<file path="src/rtl/core/mer_pkg.sv">
// Shared types and constants for the midpoint ellipse rasterizer.
// No dependencies; every rtl/core module imports this package.
package mer_pkg;

  localparam int RADIUS_BITS = 10;
  localparam int COORD_BITS  = 12;
  localparam int OUT_BITS    = 14;
  localparam int TERM_BITS   = 64;

  // rx^2, ry^2 and the widest multiplier operand (an odd 2x+1 squared)
  localparam int SQ_BITS = 2 * RADIUS_BITS;
  localparam int MUL_W   = 2 * RADIUS_BITS + 2;
  localparam int PROD_W  = 2 * MUL_W;

  localparam int IN_FIELDS_W  = 2 * COORD_BITS;
  localparam int IN_DATA_W    = ((IN_FIELDS_W + 7) / 8) * 8;
  localparam int OUT_FIELDS_W = 4 * OUT_BITS + 2 * RADIUS_BITS;
  localparam int OUT_DATA_W   = ((OUT_FIELDS_W + 7) / 8) * 8;

  typedef enum logic [2:0] {
    TERM_PROD,
    TERM_PROD_X2,
    TERM_PROD_X4,
    TERM_A2,
    TERM_B2,
    TERM_A2_Q
  } term_sel_t;

  typedef struct packed {
    logic      en;
    logic      clr;      // start from zero instead of the held term
    logic      sub;
    logic      quarter;  // divide by 4, truncating toward zero
    term_sel_t sel;
  } acc_ctrl_t;

  typedef struct packed {
    logic signed [OUT_BITS-1:0] px_right;
    logic signed [OUT_BITS-1:0] px_left;
    logic signed [OUT_BITS-1:0] py_low;
    logic signed [OUT_BITS-1:0] py_high;
    logic [RADIUS_BITS-1:0]     offset_x;
    logic [RADIUS_BITS-1:0]     offset_y;
    logic                       in_region_two;
    logic                       last_point;
  } point_t;

endpackage

</file>
<file path="src/rtl/core/mer_mul.sv">
// Shared unsigned multiplier with a registered product.
// Depends on mer_pkg.
module mer_mul (
  input  logic                       clk,
  input  logic [mer_pkg::MUL_W-1:0]  mul_a,
  input  logic [mer_pkg::MUL_W-1:0]  mul_b,
  output logic [mer_pkg::PROD_W-1:0] prod
);
  import mer_pkg::*;

  logic [PROD_W-1:0] prod_r;

  always_ff @(posedge clk) begin
    prod_r <= PROD_W'(mul_a) * PROD_W'(mul_b);
  end

  assign prod = prod_r;

endmodule

</file>
<file path="src/rtl/core/mer_acc.sv">
// Decision-term accumulator: one 64-bit add/subtract of a selected operand.
// Depends on mer_pkg; fed by the registered product of mer_mul.
module mer_acc (
  input  logic                        clk,
  input  mer_pkg::acc_ctrl_t          ctrl,
  input  logic [mer_pkg::PROD_W-1:0]  prod,
  input  logic [mer_pkg::SQ_BITS-1:0] a2,
  input  logic [mer_pkg::SQ_BITS-1:0] b2,
  output logic                        term_pos
);
  import mer_pkg::*;

  logic [TERM_BITS-1:0] dt_r;
  logic [TERM_BITS-1:0] dt_nxt;
  logic [TERM_BITS-1:0] base;
  logic [TERM_BITS-1:0] term;
  logic [TERM_BITS-1:0] sum;

  always_comb begin
    case (ctrl.sel)
      TERM_PROD:    term = TERM_BITS'(prod);
      TERM_PROD_X2: term = TERM_BITS'({prod, 1'b0});
      TERM_PROD_X4: term = TERM_BITS'({prod, 2'b00});
      TERM_A2:      term = TERM_BITS'(a2);
      TERM_B2:      term = TERM_BITS'(b2);
      TERM_A2_Q:    term = TERM_BITS'(a2 >> 2);
      default:      term = '0;
    endcase
    // negative values get +3 before the shift so the quotient rounds to zero
    if (ctrl.quarter) begin
      term = dt_r[TERM_BITS-1] ? TERM_BITS'(3) : '0;
    end
    base = ctrl.clr ? '0 : dt_r;
    sum  = base + (ctrl.sub ? ~term : term) + TERM_BITS'(ctrl.sub);
    if (ctrl.quarter) begin
      dt_nxt = TERM_BITS'($signed(sum) >>> 2);
    end else begin
      dt_nxt = sum;
    end
  end

  always_ff @(posedge clk) begin
    if (ctrl.en) begin
      dt_r <= dt_nxt;
    end
  end

  assign term_pos = (dt_r != '0) && !dt_r[TERM_BITS-1];

endmodule

</file>
<file path="src/rtl/core/mer_seq.sv">
// Sequencer: runs one start or step item as a series of multiply and
// accumulate steps on the shared units; holds position, region and centre.
// Depends on mer_pkg; drives mer_mul and mer_acc.
module mer_seq (
  input  logic                           clk,
  input  logic                           rst_n,
  input  logic                           in_valid,
  input  logic                           in_op,
  input  logic [mer_pkg::COORD_BITS-1:0] in_cx,
  input  logic [mer_pkg::COORD_BITS-1:0] in_cy,
  input  logic [mer_pkg::RADIUS_BITS-1:0] rx,
  input  logic [mer_pkg::RADIUS_BITS-1:0] ry,
  input  logic [mer_pkg::PROD_W-1:0]     prod,
  input  logic                           term_pos,
  input  logic                           out_free,
  output logic                           ready,
  output logic [mer_pkg::MUL_W-1:0]      mul_a,
  output logic [mer_pkg::MUL_W-1:0]      mul_b,
  output mer_pkg::acc_ctrl_t             acc_ctrl,
  output logic [mer_pkg::SQ_BITS-1:0]    a2,
  output logic [mer_pkg::SQ_BITS-1:0]    b2,
  output logic                           emit,
  output mer_pkg::point_t                point
);
  import mer_pkg::*;

  localparam logic OP_START = 1'b0;
  localparam logic OP_STEP  = 1'b1;

  typedef enum logic [4:0] {
    S_IDLE, S_SQA, S_SQB, S_SQC,
    S_ST_ACC, S_ST_B2, S_ST_AQ,
    S_R0_CMP1, S_R0_CMP2, S_R0_MX, S_R0_A1, S_R0_A2, S_R0_MY, S_R0_A3,
    S_RC_SQ, S_RC_SQ2, S_RC_TX, S_RC_TX2, S_RC_AB, S_RC_AB2, S_RC_Q,
    S_R2_0, S_R2_MY, S_R2_A1, S_R2_A2, S_R2_MX, S_R2_A3,
    S_EMIT
  } state_t;

  state_t                 state_r, state_nxt;
  logic                   op_r, op_nxt;
  logic [RADIUS_BITS-1:0] x_r, x_nxt;
  logic [RADIUS_BITS-1:0] y_r, y_nxt;
  logic                   region_r, region_nxt;
  logic                   busy_r, busy_nxt;
  logic                   pos_r, pos_nxt;
  logic [COORD_BITS-1:0]  cx_r, cx_nxt;
  logic [COORD_BITS-1:0]  cy_r, cy_nxt;
  logic [SQ_BITS-1:0]     a2_r, a2_nxt;
  logic [SQ_BITS-1:0]     b2_r, b2_nxt;
  logic [PROD_W-1:0]      cmp_r, cmp_nxt;

  always_comb begin
    state_nxt  = state_r;
    op_nxt     = op_r;
    x_nxt      = x_r;
    y_nxt      = y_r;
    region_nxt = region_r;
    busy_nxt   = busy_r;
    pos_nxt    = pos_r;
    cx_nxt     = cx_r;
    cy_nxt     = cy_r;
    a2_nxt     = a2_r;
    b2_nxt     = b2_r;
    cmp_nxt    = cmp_r;
    mul_a      = '0;
    mul_b      = '0;
    acc_ctrl.en      = 1'b0;
    acc_ctrl.clr     = 1'b0;
    acc_ctrl.sub     = 1'b0;
    acc_ctrl.quarter = 1'b0;
    acc_ctrl.sel     = TERM_PROD;

    unique case (state_r)
      S_IDLE: begin
        if (in_valid) begin
          op_nxt = in_op;
          if (in_op == OP_START) begin
            cx_nxt    = in_cx;
            cy_nxt    = in_cy;
            state_nxt = S_SQA;
          end else if (busy_r) begin
            state_nxt = S_SQA;
          end
        end
      end
      S_SQA: begin
        mul_a     = MUL_W'(rx);
        mul_b     = MUL_W'(rx);
        state_nxt = S_SQB;
      end
      S_SQB: begin
        a2_nxt    = prod[SQ_BITS-1:0];
        mul_a     = MUL_W'(ry);
        mul_b     = MUL_W'(ry);
        state_nxt = S_SQC;
      end
      S_SQC: begin
        b2_nxt = prod[SQ_BITS-1:0];
        if (op_r == OP_START) begin
          mul_a     = MUL_W'(a2_r);
          mul_b     = MUL_W'(ry);
          state_nxt = S_ST_ACC;
        end else if (!region_r) begin
          mul_a     = MUL_W'(a2_r);
          mul_b     = MUL_W'(y_r);
          state_nxt = S_R0_CMP1;
        end else begin
          state_nxt = S_R2_0;
        end
      end
      // start: ry^2 - rx^2*ry + rx^2/4
      S_ST_ACC: begin
        acc_ctrl.en  = 1'b1;
        acc_ctrl.clr = 1'b1;
        acc_ctrl.sub = 1'b1;
        acc_ctrl.sel = TERM_PROD;
        state_nxt    = S_ST_B2;
      end
      S_ST_B2: begin
        acc_ctrl.en  = 1'b1;
        acc_ctrl.sel = TERM_B2;
        state_nxt    = S_ST_AQ;
      end
      S_ST_AQ: begin
        acc_ctrl.en  = 1'b1;
        acc_ctrl.sel = TERM_A2_Q;
        x_nxt        = '0;
        y_nxt        = ry;
        region_nxt   = 1'b0;
        state_nxt    = S_EMIT;
      end
      // region one: compare ry^2*x against rx^2*y
      S_R0_CMP1: begin
        cmp_nxt   = prod;
        mul_a     = MUL_W'(b2_r);
        mul_b     = MUL_W'(x_r);
        state_nxt = S_R0_CMP2;
      end
      S_R0_CMP2: begin
        if (prod < cmp_r) begin
          x_nxt     = x_r + 1'b1;
          pos_nxt   = term_pos;
          state_nxt = S_R0_MX;
        end else begin
          state_nxt = S_RC_SQ;
        end
      end
      S_R0_MX: begin
        mul_a     = MUL_W'(b2_r);
        mul_b     = MUL_W'(x_r);
        state_nxt = S_R0_A1;
      end
      S_R0_A1: begin
        acc_ctrl.en  = 1'b1;
        acc_ctrl.sel = TERM_PROD_X2;
        state_nxt    = S_R0_A2;
      end
      S_R0_A2: begin
        acc_ctrl.en  = 1'b1;
        acc_ctrl.sel = TERM_B2;
        if (pos_r) begin
          y_nxt     = y_r - 1'b1;
          state_nxt = S_R0_MY;
        end else begin
          state_nxt = S_EMIT;
        end
      end
      S_R0_MY: begin
        mul_a     = MUL_W'(a2_r);
        mul_b     = MUL_W'(y_r);
        state_nxt = S_R0_A3;
      end
      S_R0_A3: begin
        acc_ctrl.en  = 1'b1;
        acc_ctrl.sub = 1'b1;
        acc_ctrl.sel = TERM_PROD_X2;
        state_nxt    = S_EMIT;
      end
      // region change, in quarters: 4a2(y-1)^2 + b2(2x+1)^2 - 4a2b2
      S_RC_SQ: begin
        mul_a     = MUL_W'(RADIUS_BITS'(y_r - 1'b1));
        mul_b     = MUL_W'(RADIUS_BITS'(y_r - 1'b1));
        state_nxt = S_RC_SQ2;
      end
      S_RC_SQ2: begin
        mul_a     = MUL_W'(a2_r);
        mul_b     = prod[MUL_W-1:0];
        state_nxt = S_RC_TX;
      end
      S_RC_TX: begin
        acc_ctrl.en  = 1'b1;
        acc_ctrl.clr = 1'b1;
        acc_ctrl.sel = TERM_PROD_X4;
        mul_a        = MUL_W'({x_r, 1'b1});
        mul_b        = MUL_W'({x_r, 1'b1});
        state_nxt    = S_RC_TX2;
      end
      S_RC_TX2: begin
        mul_a     = MUL_W'(b2_r);
        mul_b     = prod[MUL_W-1:0];
        state_nxt = S_RC_AB;
      end
      S_RC_AB: begin
        acc_ctrl.en  = 1'b1;
        acc_ctrl.sel = TERM_PROD;
        mul_a        = MUL_W'(a2_r);
        mul_b        = MUL_W'(b2_r);
        state_nxt    = S_RC_AB2;
      end
      S_RC_AB2: begin
        acc_ctrl.en  = 1'b1;
        acc_ctrl.sub = 1'b1;
        acc_ctrl.sel = TERM_PROD_X4;
        state_nxt    = S_RC_Q;
      end
      S_RC_Q: begin
        acc_ctrl.en      = 1'b1;
        acc_ctrl.quarter = 1'b1;
        region_nxt       = 1'b1;
        state_nxt        = S_R2_0;
      end
      // region two iteration; sign is taken before the update
      S_R2_0: begin
        y_nxt     = y_r - 1'b1;
        pos_nxt   = term_pos;
        state_nxt = S_R2_MY;
      end
      S_R2_MY: begin
        mul_a     = MUL_W'(a2_r);
        mul_b     = MUL_W'(y_r);
        state_nxt = S_R2_A1;
      end
      S_R2_A1: begin
        acc_ctrl.en  = 1'b1;
        acc_ctrl.sub = 1'b1;
        acc_ctrl.sel = TERM_PROD_X2;
        state_nxt    = S_R2_A2;
      end
      S_R2_A2: begin
        acc_ctrl.en  = 1'b1;
        acc_ctrl.sel = TERM_A2;
        if (pos_r) begin
          state_nxt = S_EMIT;
        end else begin
          x_nxt     = x_r + 1'b1;
          state_nxt = S_R2_MX;
        end
      end
      S_R2_MX: begin
        mul_a     = MUL_W'(b2_r);
        mul_b     = MUL_W'(x_r);
        state_nxt = S_R2_A3;
      end
      S_R2_A3: begin
        acc_ctrl.en  = 1'b1;
        acc_ctrl.sel = TERM_PROD_X2;
        state_nxt    = S_EMIT;
      end
      S_EMIT: begin
        if (out_free) begin
          busy_nxt  = (y_r != '0);
          state_nxt = S_IDLE;
        end
      end
      default: begin
        state_nxt = S_IDLE;
      end
    endcase
  end

  always_ff @(posedge clk) begin
    if (!rst_n) begin
      state_r  <= S_IDLE;
      region_r <= 1'b0;
      busy_r   <= 1'b0;
      x_r      <= '0;
      y_r      <= '0;
      cx_r     <= '0;
      cy_r     <= '0;
    end else begin
      state_r  <= state_nxt;
      region_r <= region_nxt;
      busy_r   <= busy_nxt;
      x_r      <= x_nxt;
      y_r      <= y_nxt;
      cx_r     <= cx_nxt;
      cy_r     <= cy_nxt;
    end
    op_r  <= op_nxt;
    pos_r <= pos_nxt;
    a2_r  <= a2_nxt;
    b2_r  <= b2_nxt;
    cmp_r <= cmp_nxt;
  end

  assign ready = (state_r == S_IDLE);
  assign emit  = (state_r == S_EMIT) && out_free;
  assign a2    = a2_r;
  assign b2    = b2_r;

  assign point.px_right      = $signed(OUT_BITS'(cx_r) + OUT_BITS'(x_r));
  assign point.px_left       = $signed(OUT_BITS'(cx_r) - OUT_BITS'(x_r));
  assign point.py_low        = $signed(OUT_BITS'(cy_r) + OUT_BITS'(y_r));
  assign point.py_high       = $signed(OUT_BITS'(cy_r) - OUT_BITS'(y_r));
  assign point.offset_x      = x_r;
  assign point.offset_y      = y_r;
  assign point.in_region_two = region_r;
  assign point.last_point    = (y_r == '0);

  a_idle_hold: assert property (@(posedge clk) disable iff (!rst_n)
    (state_r == S_IDLE && !in_valid) |=> ($stable(x_r) && $stable(y_r) && $stable(busy_r)))
    else $error("position or busy changed while idle");

  a_last_clears_busy: assert property (@(posedge clk) disable iff (!rst_n)
    (emit && y_r == '0) |=> !busy_r)
    else $error("busy still set after the last point");

  a_region_entry: assert property (@(posedge clk) disable iff (!rst_n)
    $rose(region_r) |-> $past(state_r) == S_RC_Q)
    else $error("region two entered outside the region change");

  a_idle_step: assert property (@(posedge clk) disable iff (!rst_n)
    (state_r == S_IDLE && in_valid && in_op == OP_STEP && !busy_r) |=> state_r == S_IDLE)
    else $error("step while idle started a sequence");

endmodule

</file>
<file path="src/rtl/core/midpoint_ellipse_rasterizer.sv">
// Midpoint ellipse rasterizer: each start or step item runs as a sequence of
// multiply and accumulate states, a step taking the longer path when both x and
// y move and the step that changes region also reloading the term; the result
// then waits on out_tready. A step with no ellipse in progress gives no result.
// One item at a time: the next item is taken the cycle after its result is
// registered. Reset (rst_n low, synchronous) clears radii, position and busy.
module midpoint_ellipse_rasterizer (
  input  logic                           clk,
  input  logic                           rst_n,
  input  logic                           in_tvalid,
  output logic                           in_tready,
  input  logic [mer_pkg::IN_DATA_W-1:0]  in_tdata,   // centre_x, centre_y
  input  logic                           in_tuser,   // opcode
  output logic                           out_tvalid,
  input  logic                           out_tready,
  // px_right, px_left, py_low, py_high, offset_x, offset_y, zero pad
  output logic [mer_pkg::OUT_DATA_W-1:0] out_tdata,
  output logic                           out_tuser,  // in_region_two
  output logic                           out_tlast,  // last_point
  input  logic                           cfg_we,
  input  logic                           cfg_index,
  input  logic [mer_pkg::RADIUS_BITS-1:0] cfg_wdata
);
  import mer_pkg::*;

  localparam logic CFG_RADIUS_X = 1'b0;
  localparam logic CFG_RADIUS_Y = 1'b1;

  logic [RADIUS_BITS-1:0] rx_r;
  logic [RADIUS_BITS-1:0] ry_r;
  logic                   out_valid_r;
  logic [OUT_DATA_W-1:0]  out_data_r;
  logic                   out_user_r;
  logic                   out_last_r;

  logic [MUL_W-1:0]   mul_a;
  logic [MUL_W-1:0]   mul_b;
  logic [PROD_W-1:0]  prod;
  acc_ctrl_t          acc_ctrl;
  logic [SQ_BITS-1:0] a2;
  logic [SQ_BITS-1:0] b2;
  logic               term_pos;
  logic               out_free;
  logic               emit;
  point_t             point;

  always_ff @(posedge clk) begin
    if (!rst_n) begin
      rx_r <= '0;
      ry_r <= '0;
    end else if (cfg_we) begin
      unique case (cfg_index)
        CFG_RADIUS_X: rx_r <= cfg_wdata;
        CFG_RADIUS_Y: ry_r <= cfg_wdata;
        default: ;
      endcase
    end
  end

  assign out_free = !out_valid_r || out_tready;

  mer_seq u_seq (
    .clk      (clk),
    .rst_n    (rst_n),
    .in_valid (in_tvalid),
    .in_op    (in_tuser),
    .in_cx    (in_tdata[COORD_BITS-1:0]),
    .in_cy    (in_tdata[2*COORD_BITS-1:COORD_BITS]),
    .rx       (rx_r),
    .ry       (ry_r),
    .prod     (prod),
    .term_pos (term_pos),
    .out_free (out_free),
    .ready    (in_tready),
    .mul_a    (mul_a),
    .mul_b    (mul_b),
    .acc_ctrl (acc_ctrl),
    .a2       (a2),
    .b2       (b2),
    .emit     (emit),
    .point    (point)
  );

  mer_mul u_mul (
    .clk   (clk),
    .mul_a (mul_a),
    .mul_b (mul_b),
    .prod  (prod)
  );

  mer_acc u_acc (
    .clk      (clk),
    .ctrl     (acc_ctrl),
    .prod     (prod),
    .a2       (a2),
    .b2       (b2),
    .term_pos (term_pos)
  );

  // result register; the next item may run while this one waits
  always_ff @(posedge clk) begin
    if (!rst_n) begin
      out_valid_r <= 1'b0;
    end else if (emit) begin
      out_valid_r <= 1'b1;
    end else if (out_tready) begin
      out_valid_r <= 1'b0;
    end
    if (emit) begin
      out_data_r <= OUT_DATA_W'({point.offset_y, point.offset_x, point.py_high,
                                 point.py_low, point.px_left, point.px_right});
      out_user_r <= point.in_region_two;
      out_last_r <= point.last_point;
    end
  end

  assign out_tvalid = out_valid_r;
  assign out_tdata  = out_data_r;
  assign out_tuser  = out_user_r;
  assign out_tlast  = out_last_r;

endmodule

</file>
<file path="config.mk">
export PLATFORM = sky130hd
export DESIGN_NAME = midpoint_ellipse_rasterizer
export DESIGN_NICKNAME = d
export VERILOG_FILES = /design/src/rtl/core/mer_pkg.sv /design/src/rtl/core/mer_mul.sv /design/src/rtl/core/mer_acc.sv /design/src/rtl/core/mer_seq.sv /design/src/rtl/core/midpoint_ellipse_rasterizer.sv
export SDC_FILE = /design/constraint.sdc
export NUM_CORES = 2
export LEC_CHECK = 0
export CAP_MARGIN = 20
export CORE_MARGIN = 4
export CORE_UTILIZATION = 65
export CTS_BUF_LIST = sky130_fd_sc_hd__clkbuf_8
export DETAILED_ROUTE_END_ITERATION = 12
export DONT_BUFFER_PORTS = 1
export PLACE_DENSITY = 0.81
export SETUP_SLACK_MARGIN = 0.15
export SYNTH_ARGS = -nofsm -noshare
export SYNTH_HDL_FRONTEND = slang
export SYNTH_SLANG_ARGS = --single-unit
</file>
<file path="constraint.sdc">
create_clock -name clk -period 13.3 [get_ports clk]
set_input_delay 0.665 -clock clk [delete_from_list [all_inputs] [get_ports clk]]
set_output_delay 0.665 -clock clk [all_outputs]
set_load 0.01 [all_outputs]
</file>
; Word level (Yosys, flattened, before mapping)
; Index checks and enable logic that the tools add are counted.
; Widths: inputs -> output; s select.
[classes]
n_eq_ne = 38
order_cmp = 1
n_reduce_logical = 36
muxes = 37
mul = 1
bitwise = 3
n_addsub = 8
[op_table]
columns = operator, n
row1 = $pmux 46 s6, 1
row2 = $pmux 22 s9, 1
row3 = $mux 64, 3
row4 = $pmux 22 s7, 1
row5 = $pmux 5 s26, 1
row6 = $add 64x1->64, 1
row7 = $add 64x64->64, 1
row8 = $not 64->64, 1
row9 = $reduce_bool 64->1, 1
row10 = $mux 63, 1
row11 = $eq 5x5->1 const B, 12
row12 = $pmux 10 s3, 2
row13 = $lt 44x44->1, 1
row14 = $mul 22x22->44, 1
row15 = $mux 22, 2
row16 = $eq 5x4->1 const B, 8
row17 = $mux 10, 4
row18 = $mux 5, 7
row19 = $add 12x10->13, 2
row20 = $sub 12x10->13, 2
row21 = $eq 5x3->1 const B, 4
row22 = $mux 20, 1
row23 = $reduce_or 4->1, 4
row24 = $pmux 3 s5, 1
row25 = 29 further kinds, 61
[word_totals]
regBits = 344
output_inout_bits = 84
elab_cells = 144

; Depth between registers and ports, before layout
[depth]
depth_word = 11
depth_mapped = 37
depth_no_buf = 35

; By module
; A second synthesis with hierarchy kept.
[unflattened]
cells_unflattened = 4305
hier_area_um2 = 39002.4
[modules_own_cells]
columns = mod, cells_each, area_each_um2, n_inst, seq_area_each_um2
row1 = mer_mul, 1830, 16706.0, 1, 880.8
row2 = mer_acc, 1233, 9562.9, 1, 1921.8
row3 = mer_seq, 1078, 9560.4, 1, 3603.5
row4 = midpoint_ellipse_rasterizer, 164, 3173.0, 1, 2762.6

; Worst setup path after synthesis
; Ideal clock, no wire load.
[synth_timing]
path_kind = reg-to-reg
startpoint = reg u_seq.state_r[1]
endpoint = reg u_mul.prod_r[43], in the netlist u_mul.prod[43]
stages_incl_launch_ff = 35
n_path_buf = 4
arrival_ps = 10119
slack_ps = 3057
synth_period_minus_slack_ps = 10243
cell_sequence = dfxtp_1 > buf_2 > buf_2 > nand2_1 > nor4_1 > nand2_1 > o22ai_1 > buf_2 > a22oi_1 > nand3b_1 > clkbuf_1 > nand2_1 > fa_1 > inv_1 > fa_1 > inv_1 > fa_1 > inv_1 > fa_1 > fa_1 > fa_1 > inv_1 > fa_1 > inv_1 > ha_1 > a21o_1 > a221oi_1 > o21a_1 > o221ai_1 > a21o_1 > a21oi_1 > o31ai_1 > a211oi_1 > a21oi_1 > xor2_1
[synth_between]
elab_chain_cells = 4
[synth_rtl]
columns = element, line
row1 = "start, declared", mer_seq.sv:39  ; state_t state_r, state_nxt;
row2 = "start signal, assigned", mer_seq.sv:281  ; state_r <= state_nxt;
row3 = "$eq 5x3->1, or another cell as far along", mer_seq.sv:73  ; unique case (state_r)
row4 = "$reduce_or 4->1 (no source line), or another cell as far along", -
row5 = $pmux 22 s7 or $pmux 22 s9 (tied branches), mer_seq.sv:73
row6 = $mul 22x22->44 *, mer_mul.sv:14  ; prod_r <= PROD_W'(mul_a) * PROD_W'(mul_b);
row7 = "end signal, assigned", mer_mul.sv:14
row8 = "end, declared", mer_mul.sv:11  ; logic [PROD_W-1:0] prod_r;
; Mark *: on every way between the ends. The rest lies on a longest branch, timed or not.
; A chain may end at the register's enable or synchronous reset.

; Worst setup path in the final report
[layout_timing]
startpoint = reg u_seq.state_r[1]
endpoint = reg u_mul.prod_r[42], in the netlist u_mul.prod[42]
; Same word-level chain as after synthesis.

==> results.sh <==
export IMPL_status="complete, no violations"
export IMPL_cts_root_buf="clkbuf_8"
export IMPL_hold_class="primary input to register"
export IMPL_min_period_ns=10.31
export IMPL_vdd_ir_drop_max_mv=0.102
export IMPL_gr_total_overflow=0
export IMPL_synth_area_leaders="fa_1 20%, edfxtp_1 18%, ha_1 11%, nand2_1 6.6%, dfxtp_1 6.4%"
export IMPL_synthDistinctLibCells=84
export IMPL_maxCapViolCount=0
export IMPL_path_clk_slew_ns=0.06
export IMPL_critPathMaxFanout=28
export IMPL_fin_util=0.691
export IMPL_cts_htree_levels=2
export IMPL_crit_required_ns=13.85
export IMPL_crit_type="register to register"
export IMPL_dr_pass1_iters=10
export IMPL_synth_area_um2=36200
export IMPL_die_w_um=244
export IMPL_power_mw=4.58
export IMPL_worst_slew_pin_slew_ns=1.13
export IMPL_max_slew_margin=0.245
export IMPL_min_period_over_period=0.775
export IMPL_post_cts_resized=0
export IMPL_postCtsSetupBuffers=0
export IMPL_viasPerCell=6.25
export IMPL_hpwl_um=75700
export IMPL_track_usage=0.330
export IMPL_ys_seq_elements=338
export IMPL_dieHeight_um=244
export IMPL_first_global_vias=30100
export IMPL_drive_gt1_frac=0.0501
export IMPL_p_leak_nw=17.3
export IMPL_synth_common_cells="634 x nand2_1, 537 x inv_1, 364 x fa_1"
export IMPL_n_fill_cell=4347
export IMPL_drtAntennaViolNets=0
export IMPL_yosysWarnings=0
export IMPL_start_util=0.657
export IMPL_clock_skew_ns=0.0580
export IMPL_antenna_found_initial=1
export IMPL_setup_violations=0
export IMPL_clock_sinks=338
export IMPL_yosysTopAreaCellShare=0.201
export IMPL_r2r_cells=26
export IMPL_core_um2=55100
export IMPL_cts_max_path_buffers=3
export IMPL_grt_max_degree=78
export IMPL_drv_slew=0
export IMPL_drt_iter0_drc=3066
export IMPL_gp_congestion=0.958
export IMPL_yosysMostFrequentCell="nand2_1"
export IMPL_syn_inst=4088
export IMPL_crit_arrival_ns=10.86
export IMPL_seq_area_frac_synth=0.248
export IMPL_numCtsBuffers=55
export IMPL_holdPathStages=0
export IMPL_synth_flop_cell="edfxtp_1"
export IMPL_grt_first_pass_wirelength_um=159000
export IMPL_crit_path_start_kind="register"
export IMPL_powerDensity_nw_per_um2=121
export IMPL_hold_viol_final=0
export IMPL_wirelength_um=98600
export IMPL_rsz0062_at_grt="false"
export IMPL_fin_nets=4721
export IMPL_pin_count=125
export IMPL_routedWlPerCell_um=20.5
export IMPL_port_buffers=0
export IMPL_clkLatencyLatePin_ns=0.67
export IMPL_area_growth_pct=5.09
export IMPL_ys_async_sr_fraction=0
export IMPL_syn_avg_cell_area_um2=8.86
export IMPL_rows=86
export IMPL_synth_area_leader_cell="fa_1"
export IMPL_cts_tree="yes"
export IMPL_finalSetupTns_ns=0
export IMPL_vias=30000
export IMPL_endpoint_kind="register"
export IMPL_cts_hold_buf=0
export IMPL_synth_edf_count=222
export IMPL_max_freq_mhz=97.0
export IMPL_design_die_area_um2=59500
export IMPL_route_detailed_drc=0
sequential cells by signal, summed over array words and instances (netlist names), 5 cells and up:
register	count
out_tdata	70
rx_r	10
ry_r	10
u_acc.dt_r	64
u_mul.prod	44
u_seq.a2	20
u_seq.b2	20
u_seq.cmp_r	44
u_seq.cx_r	12
u_seq.cy_r	12
u_seq.state_r	5
u_seq.x_r	10
u_seq.y_r	10
worst paths after layout:
| path | start | end | slack (ns) |
|---|---|---|---|
| max | u_seq.state_r[1] | u_mul.prod[42] | 2.99 |
| min | in_tuser | u_seq.op_r | 0.09 |
| max reg2reg | u_seq.state_r[1] | u_mul.prod[42] | 2.99 |
| min reg2reg | rx_r[3] | rx_r[3] | 0.46 |
routing by layer:
layer | global-route usage | up-vias | part of all wire
met4 | 0.129 | 0 | 0.043
met5 | 0 | - | 0
met1 | 0.442 | 14500 | 0.40
met3 | 0.0620 | 290 | 0.099
li1 | - | 13600 | -
met2 | 0.537 | 1624 | 0.46
kinds of logic after synthesis:
family / count (synthesis) / synth area share
other: 1 / 0.000104
muxes: 31 / 0.00885
xor gates and xnor gates: 176 / 0.0426
AOI/OAI and AO/OA: 827 / 0.153
adders and majority gates: 676 / 0.309
buffers and inverters: 756 / 0.0803
DFF: 338 / 0.248
and+or+nand+nor: 1283 / 0.157
metrics by stage:
stage | instance area [um^2] | worst slack, ns | instances | hold WS, ns
floorplan | 36200 | 3.06 | 4093 | 0.435
global placement | 36900 | 3.46 | 4693 | 0.450
detailed placement | 36900 | 3.20 | 4693 | 0.455
CTS | 38000 | 3.14 | 4797 | 0.0470
global route | 38000 | 2.32 | 4800 | 0.0530
finish | 38000 | 2.99 | 4802 | 0.0862
placed cells by master (no fill, tap or decap), types with 59 or more instances in the layout:
cell type	Yosys	routed
a21o_1	68	68
a21oi_1	242	241
and2_1	102	102
buf_4	10	71
clkbuf_8	0	59
dfxtp_1	116	116
edfxtp_1	222	222
fa_1	364	364
ha_1	312	312
inv_1	537	544
nand2_1	634	634
nor2_1	297	295
o21ai_0	159	158
xnor2_1	134	134
report_power, final:
part | switching, mW | internal (mW) | total, mW
clock | 0.459 | 0.462 | 0.921
combinational | 1.44 | 0.762 | 2.20
sequential | 0.122 | 1.34 | 1.47
worst max-delay path, stage by stage (launching register included):
cell and delay, ns:
dfxtp_1 0.89, nand2_1 0.46, nor4_2 0.24, buf_4 0.34, nor2b_1 0.68, a221oi_1 0.30, nand3_1 0.76, nand2_1 0.17
fa_1 0.56, fa_1 0.45, fa_1 0.55, inv_1 0.05, fa_1 0.50, fa_1 0.46, fa_1 0.55, fa_1 0.43
ha_1 0.40, and2_1 0.20, nand3_1 0.10, a2111oi_0 0.49, a211oi_1 0.11, buf_4 0.20, a2111oi_0 0.44, a211o_1 0.26
a41oi_1 0.16, a21oi_1 0.21, xor2_1 0.18
final cells by class:
| class | instances | area, um^2 | area share |
|---|---|---|---|
| multi-input cells | 2999 | 24400 | 0.642 |
| flip-flops and latches | 338 | 8990 | 0.236 |
| inverters | 538 | 2020 | 0.0531 |
| well taps | 748 | 936 | 0.0246 |
| clock buffers | 59 | 812 | 0.0213 |
| repair buffers | 72 | 546 | 0.0143 |
| clock inverters | 45 | 308 | 0.00809 |
| diodes | 3 | 7.51 | 0.000197 |
Note: power is estimated with default switching activity, not from simulation.
